### config.mk
export PLATFORM = sky130hd
export DESIGN_NAME = rgb_box_downsample_2x2_core
export DESIGN_NICKNAME = d
export VERILOG_FILES = /design/src/rbd_pkg.sv /design/src/rbd_ram.sv /design/src/rbd_pos_ctrl.sv /design/src/rbd_out_stage.sv /design/src/rgb_box_downsample_2x2_core.sv
export SDC_FILE = /design/constraint.sdc
export NUM_CORES = 2
export LEC_CHECK = 0
export CAP_MARGIN = 0
export CORE_MARGIN = 2
export CORE_UTILIZATION = 28
export CTS_BUF_LIST = sky130_fd_sc_hd__clkbuf_4
export CTS_CLUSTER_SIZE = 40
export DETAILED_ROUTE_END_ITERATION = 6
export DONT_BUFFER_PORTS = 1
export PLACE_DENSITY = 0.43
export SETUP_SLACK_MARGIN = 0.05
export SLEW_MARGIN = 20
export SYNTH_ARGS = -nofsm -noshare
export SYNTH_HDL_FRONTEND = slang
export SYNTH_HIERARCHICAL = 1
export SYNTH_SLANG_ARGS = --single-unit
### constraint.sdc
create_clock -name clk -period 8.05 [get_ports clk]
set_input_delay 0.805 -clock clk [delete_from_list [all_inputs] [get_ports clk]]
set_output_delay 0.805 -clock clk [all_outputs]
set_load 0.01 [all_outputs]
### src/rbd_pkg.sv
// ----------------------------------------------------------------------------
// rbd_pkg
// Shared types and constants of the 2x2 box downsampler.
// ----------------------------------------------------------------------------
package rbd_pkg;

	localparam int PIX_W = 8;            // one color channel of a pixel
	localparam int CH_W  = PIX_W + 1;    // sum of two channel values
	localparam int CFG_W = 9;            // page size register as written
	localparam int QUAD_W = CH_W + 1;    // sum of four channel values

	// three channel pair sums, red in the low bits
	typedef struct packed {
		logic [CH_W-1:0] b;
		logic [CH_W-1:0] g;
		logic [CH_W-1:0] r;
	} sum3_t;

	// position of the incoming pixel within the page
	typedef struct packed {
		logic active;     // column and row both take part in a block
		logic col_odd;
		logic row_odd;
		logic last;       // last used column of the last used row
	} pos_t;

endpackage

### src/rbd_ram.sv
// ----------------------------------------------------------------------------
// rbd_ram
// Generic simple dual-port RAM, one write and one read port, registered read.
// ----------------------------------------------------------------------------
module rbd_ram #(
	parameter int WIDTH = 27,
	parameter int DEPTH = 128,
	localparam int AW = (DEPTH > 1) ? $clog2(DEPTH) : 1
) (
	input  logic             clk,
	input  logic             we,
	input  logic [AW-1:0]    waddr,
	input  logic [WIDTH-1:0] wdata,
	input  logic             re,
	input  logic [AW-1:0]    raddr,
	output logic [WIDTH-1:0] rdata
);

	logic [WIDTH-1:0] mem [DEPTH];

	always_ff @(posedge clk) begin
		if (we) begin
			mem[waddr] <= wdata;
		end
		// read data holds while no read is issued
		if (re) begin
			rdata <= mem[raddr];
		end
	end

endmodule

### src/rbd_pos_ctrl.sv
// ----------------------------------------------------------------------------
// rbd_pos_ctrl
// Page size register and raster position counters; decodes where the
// incoming pixel sits within its 2x2 block and gives the line store index.
// ----------------------------------------------------------------------------
module rbd_pos_ctrl #(
	parameter int MAX_PAGE_SIZE = 256,
	localparam int HALF = MAX_PAGE_SIZE / 2,
	localparam int IW = (HALF > 1) ? $clog2(HALF) : 1
) (
	input  logic                      clk,
	input  logic                      arst_n,
	input  logic                      page_size_we,
	input  logic [rbd_pkg::CFG_W-1:0] page_size,
	input  logic                      advance,
	output rbd_pkg::pos_t             pos,
	output logic [IW-1:0]             idx
);

	localparam int PSW = $clog2(MAX_PAGE_SIZE + 1);
	localparam int CW  = $clog2(MAX_PAGE_SIZE);

	logic [PSW-1:0] size_q;
	logic [PSW-1:0] size_d;
	logic [CW-1:0]  col_q;
	logic [CW-1:0]  row_q;
	logic [PSW-1:0] used;
	logic [PSW-1:0] col_x;
	logic [PSW-1:0] row_x;
	logic [PSW-1:0] col_nx;
	logic [PSW-1:0] row_nx;
	logic [CW:0]    col_w;

	always_comb begin
		if (page_size < rbd_pkg::CFG_W'(2)) begin
			size_d = PSW'(2);
		end else if (int'(page_size) > MAX_PAGE_SIZE) begin
			size_d = PSW'(MAX_PAGE_SIZE);
		end else begin
			size_d = PSW'(page_size);
		end
	end

	assign used   = {size_q[PSW-1:1], 1'b0};
	assign col_x  = PSW'(col_q);
	assign row_x  = PSW'(row_q);
	assign col_nx = col_x + PSW'(1);
	assign row_nx = row_x + PSW'(1);
	assign col_w  = {1'b0, col_q};

	assign pos.active  = (col_x < used) && (row_x < used);
	assign pos.col_odd = col_q[0];
	assign pos.row_odd = row_q[0];
	assign pos.last    = (col_x == used - PSW'(1)) && (row_x == used - PSW'(1));
	assign idx         = col_w[IW:1];

	always_ff @(posedge clk or negedge arst_n) begin
		if (!arst_n) begin
			size_q <= PSW'(MAX_PAGE_SIZE);
			col_q  <= '0;
			row_q  <= '0;
		end else if (page_size_we) begin
			size_q <= size_d;
			col_q  <= '0;
			row_q  <= '0;
		end else if (advance) begin
			if (col_nx >= size_q) begin
				col_q <= '0;
				if (row_nx >= size_q) begin
					row_q <= '0;
				end else begin
					row_q <= CW'(row_nx);
				end
			end else begin
				col_q <= CW'(col_nx);
			end
		end
	end

endmodule

### src/rbd_out_stage.sv
// ----------------------------------------------------------------------------
// rbd_out_stage
// Adds the stored even-row pair sum to the odd-row pair sum, divides by four
// and holds the result pixel in the output register.
// ----------------------------------------------------------------------------
module rbd_out_stage (
	input  logic                      clk,
	input  logic                      arst_n,
	input  logic                      s1_valid,
	input  rbd_pkg::sum3_t            below,
	input  rbd_pkg::sum3_t            above,
	input  logic                      last,
	output logic                      s1_adv,
	output logic                      out_valid,
	input  logic                      out_ready,
	output logic [rbd_pkg::PIX_W-1:0] red_avg,
	output logic [rbd_pkg::PIX_W-1:0] green_avg,
	output logic [rbd_pkg::PIX_W-1:0] blue_avg,
	output logic                      page_done
);

	logic [rbd_pkg::QUAD_W-1:0] sum_r;
	logic [rbd_pkg::QUAD_W-1:0] sum_g;
	logic [rbd_pkg::QUAD_W-1:0] sum_b;
	logic                       out_valid_q;

	assign sum_r = {1'b0, above.r} + {1'b0, below.r};
	assign sum_g = {1'b0, above.g} + {1'b0, below.g};
	assign sum_b = {1'b0, above.b} + {1'b0, below.b};

	assign s1_adv    = !out_valid_q || out_ready;
	assign out_valid = out_valid_q;

	always_ff @(posedge clk or negedge arst_n) begin
		if (!arst_n) begin
			out_valid_q <= 1'b0;
		end else if (s1_adv) begin
			out_valid_q <= s1_valid;
		end
	end

	always_ff @(posedge clk) begin
		if (s1_adv && s1_valid) begin
			red_avg   <= sum_r[rbd_pkg::QUAD_W-1:2];
			green_avg <= sum_g[rbd_pkg::QUAD_W-1:2];
			blue_avg  <= sum_b[rbd_pkg::QUAD_W-1:2];
			page_done <= last;
		end
	end

endmodule

### src/rgb_box_downsample_2x2_core.sv
// ----------------------------------------------------------------------------
// rgb_box_downsample_2x2_core
// 2x2 box filter downsampler for a square RGB page streamed in raster order.
// Horizontal pair sums of even rows go to a line store; odd rows read them
// back and emit one averaged pixel per 2x2 block.
//
//   channel   signals                                   direction
//   in        in_valid in_ready red_in green_in blue_in  pixel in
//   out       out_valid out_ready red_avg green_avg      result out
//             blue_avg page_done
//   config    page_size_we page_size                     register write
//
// one pixel accepted per cycle while the input does not stall; a result passes
// the line store read stage, then the output register
// the line store has one write and one read port; an entry is read one row
// after it was written, so accesses never overlap
// reset sets the page size to MAX_PAGE_SIZE and the position to the top left;
// a page size write restarts the page
// when the output register is full and not taken and the read stage also
// holds a result, the input stalls
// ----------------------------------------------------------------------------
module rgb_box_downsample_2x2_core #(
	parameter int MAX_PAGE_SIZE = 256
) (
	input  logic                      clk,
	input  logic                      arst_n,
	input  logic                      page_size_we,
	input  logic [rbd_pkg::CFG_W-1:0] page_size,
	input  logic                      in_valid,
	output logic                      in_ready,
	input  logic [rbd_pkg::PIX_W-1:0] red_in,
	input  logic [rbd_pkg::PIX_W-1:0] green_in,
	input  logic [rbd_pkg::PIX_W-1:0] blue_in,
	output logic                      out_valid,
	input  logic                      out_ready,
	output logic [rbd_pkg::PIX_W-1:0] red_avg,
	output logic [rbd_pkg::PIX_W-1:0] green_avg,
	output logic [rbd_pkg::PIX_W-1:0] blue_avg,
	output logic                      page_done
);

	localparam int HALF = MAX_PAGE_SIZE / 2;
	localparam int IW = (HALF > 1) ? $clog2(HALF) : 1;
	localparam int SUM_W = $bits(rbd_pkg::sum3_t);

	rbd_pkg::pos_t  pos;
	logic [IW-1:0]  idx;
	logic           accept;
	logic           s1_adv;
	logic           wr_en;
	logic           rd_en;
	rbd_pkg::sum3_t pair_q;
	rbd_pkg::sum3_t pair_d;
	rbd_pkg::sum3_t ps_s1;
	logic           last_s1;
	logic           valid_s1;
	logic [SUM_W-1:0] above_raw;
	rbd_pkg::sum3_t above;

	assign in_ready = !valid_s1 || s1_adv;
	assign accept   = in_valid && in_ready;

	rbd_pos_ctrl #(
		.MAX_PAGE_SIZE(MAX_PAGE_SIZE)
	) u_pos (
		.clk         (clk),
		.arst_n      (arst_n),
		.page_size_we(page_size_we),
		.page_size   (page_size),
		.advance     (accept),
		.pos         (pos),
		.idx         (idx)
	);

	// second pixel of a pair completes the horizontal sum
	always_comb begin
		if (pos.col_odd) begin
			pair_d.r = pair_q.r + rbd_pkg::CH_W'(red_in);
			pair_d.g = pair_q.g + rbd_pkg::CH_W'(green_in);
			pair_d.b = pair_q.b + rbd_pkg::CH_W'(blue_in);
		end else begin
			pair_d.r = rbd_pkg::CH_W'(red_in);
			pair_d.g = rbd_pkg::CH_W'(green_in);
			pair_d.b = rbd_pkg::CH_W'(blue_in);
		end
	end

	assign wr_en = accept && pos.active && pos.col_odd && !pos.row_odd;
	assign rd_en = accept && pos.active && pos.col_odd && pos.row_odd;

	always_ff @(posedge clk or negedge arst_n) begin
		if (!arst_n) begin
			pair_q <= '0;
		end else if (page_size_we) begin
			pair_q <= '0;
		end else if (accept && pos.active) begin
			pair_q <= pair_d;
		end
	end

	always_ff @(posedge clk or negedge arst_n) begin
		if (!arst_n) begin
			valid_s1 <= 1'b0;
		end else if (in_ready) begin
			valid_s1 <= rd_en;
		end
	end

	always_ff @(posedge clk) begin
		if (rd_en) begin
			ps_s1   <= pair_d;
			last_s1 <= pos.last;
		end
	end

	rbd_ram #(
		.WIDTH(SUM_W),
		.DEPTH(HALF)
	) u_line (
		.clk  (clk),
		.we   (wr_en),
		.waddr(idx),
		.wdata(pair_d),
		.re   (rd_en),
		.raddr(idx),
		.rdata(above_raw)
	);

	assign above = rbd_pkg::sum3_t'(above_raw);

	rbd_out_stage u_out (
		.clk      (clk),
		.arst_n   (arst_n),
		.s1_valid (valid_s1),
		.below    (ps_s1),
		.above    (above),
		.last     (last_s1),
		.s1_adv   (s1_adv),
		.out_valid(out_valid),
		.out_ready(out_ready),
		.red_avg  (red_avg),
		.green_avg(green_avg),
		.blue_avg (blue_avg),
		.page_done(page_done)
	);

endmodule

== Yosys cells after proc, flatten, opt, wreduce, memory -nomap -nowiden ==
Memory sizes are Yosys's and may differ from the RTL's. A register that Yosys moved wholly into a read port is not among the register bits.
Index checks and enable logic that the tools add are counted.

* Flip-flop bits (word level): 107
* Bits in writable memories: 3456
* Output and inout port bits: 27
* Logic and storage cells: 65
* Memories kept: 1

* $add $sub $neg: 9
* $lt $le $gt $ge: 6
* Equality and inequality tests: 2
* Multiplexer cells: 14
* Reductions and logical operators: 17

{| class="wikitable"
|+ Memory list
! name !! words !! bits a word !! read ports !! clocked after Yosys merged registers in !! wr ports !! line !! text
|-
| u_line.mem || 128 || 27 || 1 || 1 || 1 || rbd_ram.sv:19 || <nowiki>logic [WIDTH-1:0] mem [DEPTH];</nowiki>
|}

{| class="wikitable"
|+ Operators with widths
! cell !! count
|-
| $mux W27 || 3
|-
| $mux W8 || 7
|-
| $add A9 B9 Y10 || 3
|-
| $add A9 B8 Y9 || 3
|-
| $add A8 B1 Y9 const B || 2
|-
| $eq A8 B9 Y1 || 2
|-
| $ge A9 B9 Y1 || 2
|-
| $lt A8 B9 Y1 || 2
|-
| $mux W9 || 2
|-
| $gt A9 B9 Y1 const B || 1
|-
| $lt A9 B2 Y1 const B || 1
|-
| $sub A9 B1 Y9 const B || 1
|-
| $logic_and A1 B1 Y1 || 8
|-
| $reduce_bool A2 Y1 || 3
|-
| $logic_not A1 Y1 || 3
|-
| $logic_or A1 B1 Y1 || 2
|-
| $mux W1 || 2
|-
| $reduce_and A2 Y1 || 1
|}

== Longest topological paths before layout ==
* Word-level depth: 9
* Gate-level depth with buffers: 15
* Depth with buffers taken out: 13

== Cells and area by module ==
Netlist, hierarchy kept.

{| class="wikitable"
|+ By module, submodules not included
! module !! instances !! cells each !! area an instance (um2) !! seq. area each (um2)
|-
| rbd_ram || 1 || 5082 || 132256.8 || 104590.3
|-
| rgb_box_downsample_2x2_core || 1 || 366 || 3553.4 || 1541.5
|-
| rbd_pos_ctrl || 1 || 268 || 2303.5 || 626.9
|-
| rbd_out_stage || 1 || 149 || 1734.2 || 775.7
|}

== Least setup slack after synthesis ==
No wires, ideal clock.

* Path type: input to register
* Start point: input port green_in[1] in the netlist's numbering
* End point: register ps_s1[16] in the netlist's numbering, data pin
* Data arrival time: 5.467 ns
* Required time: 7.153 ns
* Slack: 1.686 ns
* Cell stages on the path: 6
* Path through: ha_1 -> a211oi_1 -> nor2_1 -> o31ai_1 -> nor3_1 -> a21oi_1

{| class="wikitable"
|+ RTL lines
! what !! line !! text
|-
| from (decl) || rgb_box_downsample_2x2_core.sv:32 || <nowiki>input logic [rbd_pkg::PIX_W-1:0] green_in,</nowiki>
|-
| to (signal assigned) || rgb_box_downsample_2x2_core.sv:111 || <nowiki>ps_s1 <= pair_d;</nowiki>
|-
| to (decl) || rgb_box_downsample_2x2_core.sv:54 || <nowiki>rbd_pkg::sum3_t ps_s1;</nowiki>
|}

==> impl_metrics.json <==
{
  "pin_count": 65,
  "grt_max_degree": 149,
  "path_cells": "ha_1 -> nor2b_1 -> o21a_1 -> o21ai_0 -> a21oi_1 -> a21oi_1 -> and3_1 -> buf_4 -> nand2_1 -> nor2_1 -> buf_4 -> nor2b_1 -> nand3_2 -> buf_4 -> nor2_4 -> buf_4",
  "design.core.area_um2": 497400,
  "synth-seq-area-share_pct": 76.89,
  "ys.flop_type": "edfxtp_1",
  "ys_seq_elements": 3590,
  "post-place-ws_ns": 1.592,
  "cp-start-kind": "flop",
  "finalSetupTns_ns": 0,
  "r2r-end": "u_line/mem[46][1]",
  "post_cts_buffers": 0,
  "critPathKind": "flop to flop",
  "dieArea_um2": 505100,
  "crit_path_max_incr_delay_ns": 0.85,
  "drc_errors": 0,
  "antenna_left": 1,
  "final_layout_size_suffix_gt1_share_pct": 40.40,
  "grt_first_pass_wirelength_mm": 579.6,
  "p_seq_share_pct": 50.8,
  "startpoint": "u_pos/col_q[2]",
  "failed_checks": "antenna violations",
  "setup_viol": 0,
  "ys_async_sr_fraction_pct": 1.504,
  "clkTransAtPathRegs_ns": 0.07,
  "antenna_found_initial": 52,
  "cellLeakagePower_uw": 0.04957,
  "die_w_um": 710.7,
  "totalWireLength_mm": 418.6,
  "ctsResizeCount": 0,
  "power_switching_uw": 11310,
  "tightest_slew_ns": 1.164,
  "crit_family": "simple AND/OR/NAND/NOR gates",
  "hold_class": "input pin to asynchronous set/reset pin",
  "max_freq_mhz": 159.1,
  "track_usage_pct": 16.25,
  "dr.pass1.iters": 7,
  "min_period_over_period_pct": 78.07,
  "syn_inst": 5865,
  "cts_buffers": 924,
  "portBuffers": 0,
  "crit_buf_inv": 4,
  "globalRouteOverflowTotal": 0,
  "worst_setup_path_end_kind": "flop",
  "fp.dieH_um": 710.7,
  "cts_tree": "yes",
  "design_area_um2": 162800,
  "slowest_stage": "dfrtp_4",
  "pwr-share-clk_pct": 35.8,
  "crit_arrival_ns": 7.66,
  "skew_ns": 0.1009,
  "nets": 6948,
  "crit_top_cell": "buf_4",
  "p_sw_share_pct": 26.29,
  "synth.distinct_cells": 82,
  "pwr-share-comb_pct": 13.4,
  "worstSkewPairLatency_ns": 1.71,
  "postSynthAreaPerCell_um2": 23.84,
  "drt_iter0_drc": 6887,
  "period_needed_ns": 6.284,
  "rows": 259,
  "max_slew_margin_pct": 22.43,
  "start_util_pct": 28.11,
  "placed_cell_area_um2": 150300,
  "syn_area_um2": 139800,
  "cp_max_fo": 30,
  "power.internal_uw": 31710,
  "setup_slack_ns": 1.766,
  "powerDensity_nw_per_um2": 264.2,
  "rr_worst_depth": 16,
  "r2r_start": "u_pos/col_q[2]",
  "maxCapViolCount": 0,
  "globalplace.congestion": 0.7559,
  "max-clock-path-buffers": 4,
  "required_ns": 9.42,
  "wl_per_cell_um": 29.46,
  "rsz0062_at_grt": "no",
  "clkSinkCount": 3590,
  "ys_warn_count": 6,
  "syn_nets": 5989,
  "routed_via_density": 4.863,
  "synth-edff-count": 3536,
  "drv_slew": 0,
  "place_hpwl_mm": 234.5,
  "synthToLayoutAreaGrowth_pct": 16.44,
  "regToRegSetupSlack_ns": 1.77,
  "cts_root_buf": "clkbuf_4",
  "status": "complete, but fails checks",
  "via_count": 69098,
  "cts_max_level": 6,
  "first_global_vias": 72722,
  "hold_viol": 0,
  "vdd_drop_max_uv": 179.3
}
logic make-up after synthesis:
group,count (synthesis),synth area share [%]
flops,3590,76.89
compound gates,201,1.024
simple gates,443,1.502
xor+xnor,39,0.2443
fa+ha+maj,86,0.7855
mux,1171,18.56
buf+inv,335,0.9931
stage by stage:
stage | power, uW | cells | hold slack (ns) | utilization, %
2_1_floorplan | 25910 | 5865 | 0.4003 | -
3_3_place_gp | 28020 | 12467 | 0.4181 | 30.19
3_5_place_dp | 28120 | 12472 | 0.4210 | 30.22
4_1_cts | 43840 | 14174 | 0.01063 | 32.72
5_1_grt | 45000 | 14182 | 0.1994 | 32.72
6_report | 43030 | 14208 | 0.2648 | 32.73
layout by cell type, fill, tap and decap left out, drive strengths merged, types with 7 or more instances in the layout:
cell type and n:
nand3 39, o2bb2ai 7, nor2 191, o21a 10, inv 66, nand4 10
nand2b 8, xnor2 26, nand2 80, and3 8, nand3b 13, dlygate4sd3 77
dfrtp 53, nor3 36, diode 34, xor2 13, o21ai 39, buf 256
mux4 1134, ha 83, clkinv 222, clkinvlp 8, a211oi 17, nor2b 14
mux2 33, edfxtp 3536, a21oi 42, clkbuf 1354, o2111ai 7, a21o 9
o211ai 7
worst reg2reg max path, cell delays in order (launching register included):
cell and delay, ns:
dfrtp_4 0.85, ha_1 0.35, nor2b_1 0.15, o21a_1 0.17, o21ai_0 0.26, a21oi_1 0.13
a21oi_1 0.27, and3_1 0.21, buf_4 0.33, nand2_1 0.16, nor2_1 0.21, buf_4 0.23
nor2b_1 0.47, nand3_2 0.62, buf_4 0.48, nor2_4 0.81, buf_4 0.31
Yosys cell counts (8+ instances only):
master	instances	area (um^2)
nor3_1	33	165.2
buf_2	98	490.5
dfrtp_1	53	1326
nand4_1	10	62.56
and3_1	8	50.05
o21a_1	10	75.07
nor2_1	191	716.9
xnor2_1	26	227.7
nand3b_1	13	97.59
nand2_1	80	300.3
nand2b_1	8	50.05
mux4_2	1134	25540
edfxtp_1	3536	106200
clkbuf_1	183	686.9
mux2_2	31	349.1
a211oi_1	16	120.1
a21o_1	9	67.56
nor2b_1	14	87.58
ha_1	83	1039
buf_1	16	60.06
o21ai_0	34	170.2
xor2_1	13	113.9
nand3_1	39	195.2
inv_1	34	127.6
a21oi_1	42	210.2
cell type report:
| type | instances | area (um^2) |
|---|---|---|
| antenna | 34 | 85.08 |
| clock buffer | 1354 | 10160 |
| clock inverter | 267 | 1398 |
| fill | 47316 | 334600 |
| inverter | 35 | 132.6 |
| multi-input combinational | 1940 | 32190 |
| sequential | 3590 | 107600 |
| tap | 6655 | 8327 |
| timing repair buffer | 333 | 2977 |
per-layer routing:
layer	share of wire (%)	vias to the layer above	GRT usage, %
li1	-	27995	-
met1	45	38267	23.10
met2	47	2276	25.88
met3	6.0	550	2.924
met4	1.9	10	3.974
met5	0.016	-	0
sequential cells by signal (all words and copies together) (netlist names):
name             flops
u_line/rdata        27
u_out/page_done      1
last_s1              1
valid_s1             1
u_out/out_valid      1
u_pos/size_q         9
u_out/green_avg      8
u_out/red_avg        8
pair_q              27
u_out/blue_avg       8
u_pos/col_q          8
u_pos/row_q          8
ps_s1               27
u_line/mem        3456
how the worst max path moves through the flow:
stage                              end  slack [ns]  cells past startpoint
global route         u_line/mem[46][2]        1.40                     16
CTS                  u_line/mem[46][2]        1.57                     16
floorplan                    ps_s1[16]        1.69                      6
finish               u_line/mem[46][1]        1.77                     16
global placement    u_line/mem[18][12]        1.39                     15
detailed placement   u_line/mem[46][2]        1.59                     16
power by group through the flow:
stage	clock (uW)	combinational, uW	sequential, uW
floorplan	0	3520	22400
global placement	0	5770	22300
detailed placement	0	5860	22300
CTS	16000	5950	21900
global route	16900	6220	21900
finish	15400	5760	21900
what timing repair did:
item,in CTS,in global routing
endpoints found under the setup margin,0,0
hold buffers,81,0
hold endpoints to repair,1593,0
(Power assumes the default switching activity.)
